## src/rtl/core/ats_ram.sv

```systemverilog
`timescale 1ns / 1ps

module ats_ram #(
  parameter int unsigned WIDTH  = 8,
  parameter int unsigned DEPTH  = 16,
  parameter int unsigned ADDR_W = $clog2(DEPTH)
) (
  input  logic              clk_i,
  input  logic              we_i,
  input  logic [ADDR_W-1:0] waddr_i,
  input  logic [WIDTH-1:0]  wdata_i,
  input  logic [ADDR_W-1:0] raddr_i,
  output logic [WIDTH-1:0]  rdata_o
);

  logic [WIDTH-1:0] mem [DEPTH];
  logic [WIDTH-1:0] rdata_q;

  always_ff @(posedge clk_i) begin
    if (we_i) begin
      mem[waddr_i] <= wdata_i;
    end
    rdata_q <= mem[raddr_i];
  end

  assign rdata_o = rdata_q;

endmodule

```

## config.mk

```make
export PLATFORM = sky130hd
export DESIGN_NAME = ats_ram
export DESIGN_NICKNAME = d
export VERILOG_FILES = /design/src/rtl/core/ats_ram.sv
export SDC_FILE = /design/constraint.sdc
export NUM_CORES = 1
export LEC_CHECK = 0
export BUFFER_PORTS_ARGS = -buffer_cell sky130_fd_sc_hd__buf_2
export CAP_MARGIN = 10
export CORE_MARGIN = 2
export CORE_UTILIZATION = 35
export DETAILED_ROUTE_END_ITERATION = 8
export PLACE_DENSITY = 0.52
export SETUP_SLACK_MARGIN = 0.02
export SYNTH_ARGS = -nofsm -noshare
export SYNTH_HDL_FRONTEND = slang
export SYNTH_SLANG_ARGS = --single-unit
```

## constraint.sdc

```tcl
create_clock -name clk_i -period 3.56 [get_ports clk_i]
set_clock_uncertainty 0.1 [all_clocks]
set_input_delay 0.356 -clock clk_i [delete_from_list [all_inputs] [get_ports clk_i]]
set_output_delay 0.356 -clock clk_i [all_outputs]
set_load 0.005 [all_outputs]
```

==> summary.txt <==
Run status
  • Status: completed

Placement
  • RePlAce Congestion: 0.724
  • Hpwl dp: 6300 um
  • Placed cell count: 433
  • # port buffers: 25

Worst setup path
  • Worst setup EP type: flop
  • Reg2Reg Launch Point: mem[6][3]
  • CP Data Required Time: 3730 ps
  • Worst setup SP type: primary input
  • Reg2Reg Setup Slack: 2030 ps
  • CP arrival: 1830 ps
  • WS Path Type: in2reg
  • Crit path capture: rdata_o[3]
  • Worst Setup SP: raddr_i[1]
  • Crit Path Max Fanout: 32
  • Worst reg2reg path depth: 3
  • R2r endpoint: rdata_o[3]

CTS
  • Worst-path clk slew: 60 ps
  • PostCTS Resize Cnt: 0
  • Later-pin clock latency in the skew report: 410 ps
  • CTS tree: done
  • Post-CTS Hold Buffers: 0
  • CTS sink cnt: 136
  • Postcts setup bufs: 0
  • # H-tree levels: 4
  • Maximum clock path buffer count: 2
  • Total CTS buffers: 17
  • Root Buffer: clkbuf_16

Route
  • Max layer used: met4
  • Via-to-Cell Ratio: 5.05
  • Total number of vias: 2,344
  • Post-DRT Antenna Nets: 0
  • Met2 WL: 4700 um
  • Initial DRT Pass Iterations: 4
  • Initial DRC count: 249
  • Drt wl/cell: 21.8 um
  • DR WL met3: 446 um
  • M1 WL: 4810 um
  • # DRC: 0
  • Routed WL: 10,100 um

Timing
  • RSZ-0062 raised after global routing: no
  • Setup total negative slack: 0 ps
  • Finish-stage setup viols: 0
  • Max Freq: 604 MHz
  • Final count of hold timing violations: 0
  • Fin Hold WS: 233 ps
  • Slew Limit Fails: 0
  • Tcrit/Tclk final: 46.5%
  • Period minus WS final: 1660 ps
  • Slew @ Worst Pin: 1010 ps
  • Max_slew headroom: 32.5%

Power and ir drop
  • Maximum vdd ir drop: 0.356 mV
  • LEAKAGE: 1.99 nW
  • PD cells: 606 nW/um^2

Synthesis
  • Synth top area share: 74.7%
  • Post-Synthesis Cells: 229
  • Cell area after synthesis: 5150 um^2
  • YS warnings: 0
  • Yosys cell types: 19
  • Top post-synthesis cells by area: edfxtp_1, mux4_2, mux4_1, dfxtp_1, a22oi_1
  • Post-synthesis sequential area ratio: 77.8%
  • FF+latch count, synth: 136
  • Post-Syn Area per Cell: 22.5 um^2
  • Post-synth top area cell: edfxtp_1
  • Syn nets: 247

Floorplanning
  • Die Wd: 125 um
  • Core area: 14,400 um^2
  • Starting Density: 35.7%
  • DIE HEIGHT: 125 um
  • Die area: 15,700 um^2
  • I/O pin count: 26
  • Site Rows: 44

GRT
  • GRT Residual Overflow: 0
  • Largest net degree at the start of global routing: 33
  • GRT Util Overall: 13.8%
  • Wire length of the first global-routing pass: 15,600 um
  • Initial antenna violation count: 0
  • Vias in the first global route: 2,469

Cells and area
  • Filler cell count: 1,289
  • Layout cells sized above 1: 26.1%
  • Layout net count: 286
  • Commonest non-fill, non-tap cells in the layout: edfxtp_1, buf_2, mux4_2, clkbuf_16, a22oi_1
  • Final std cells w/o fill: 464
  • Antenna Cells: 0
  • Most common cell after layout, fill and taps aside: edfxtp_1
  • Area grow syn2layout: 17.2%

Flow run
  • Max Cap Viol: 0

Hold path
  • Hold WC Path Type: in2reg
  • Hold Crit Start: wdata_i[2]
worst max-delay path, stage by stage:
cell	delay [ps]
buf_2	630
mux4_1	450
a22oi_1	230
nand2_1	140
stage by stage:
stage | utilization, % | instance area, um^2 | power [mW] | worst slack (ps)
after global routing | 41.8 | 6030 | 3.76 | 1820
after detailed placement | 37.9 | 5470 | 2.00 | 1480
after global placement | 37.9 | 5470 | 1.99 | 1450
final | 41.8 | 6030 | 3.65 | 1900
after CTS | 41.8 | 6030 | 3.68 | 1910
after floorplan | - | 5150 | 1.92 | 1610
synthesized netlist by cell type:
cell type,instances
edfxtp_1,128
mux4_2,18
a22oi_1,16
mux4_1,14
nor2_1,13
nand2_1,9
dfxtp_1,8
nor3_1,4
buf_2,3
buf_6,3
clkdlybuf4s25_2,3
nand2b_1,2
nand3b_1,2
and2_1,1
and2b_1,1
buf_4,1
nand3_1,1
nor2b_1,1
or3b_2,1
per-layer routing:
layer / GRT usage [%] / vias up
met1: 20.1 / 1220
met2: 20.1 / 62
met4: 4.77 / 0
met3: 3.77 / 14
met5: 0 / -
li1: - / 1048
report_power, final:
part / internal, mW / total, mW / switching, mW
registers: 1.79 / 1.80 / 0.00897
logic: 0.0667 / 0.159 / 0.0927
clock network: 1.08 / 1.69 / 0.613
kinds of logic (layout without fill, tap and decap cells):
kind of cell	count (synthesis)	after routing	synth area share, %
mux	32	32	15.0
compound gates	16	16	2.33
buf+inv	10	61	1.68
flops	136	136	77.8
simple gates	35	35	3.18
registers in the layout (all words and copies together), names as in the netlist:
register / count
rdata_o: 8
mem: 128
cell type report:
| class | instances | area, um^2 | area share, % |
|---|---|---|---|
| sequential | 136 | 4000 | 66.4 |
| multi-input combinational | 83 | 1060 | 17.5 |
| clock buffer | 19 | 433 | 7.18 |
| tap | 184 | 230 | 3.82 |
| timing repair buffer | 30 | 175 | 2.90 |
| clock inverter | 12 | 134 | 2.22 |
worst min path at each step:
stage / to / cells after the start
detailed placement: rdata_o[1] / 3
floorplan: mem[0][0] / 0
CTS: mem[6][0] / 1
global route: mem[6][0] / 1
finish: mem[5][2] / 1
global placement: rdata_o[1] / 3
Power figures use the tool's default switching activity.
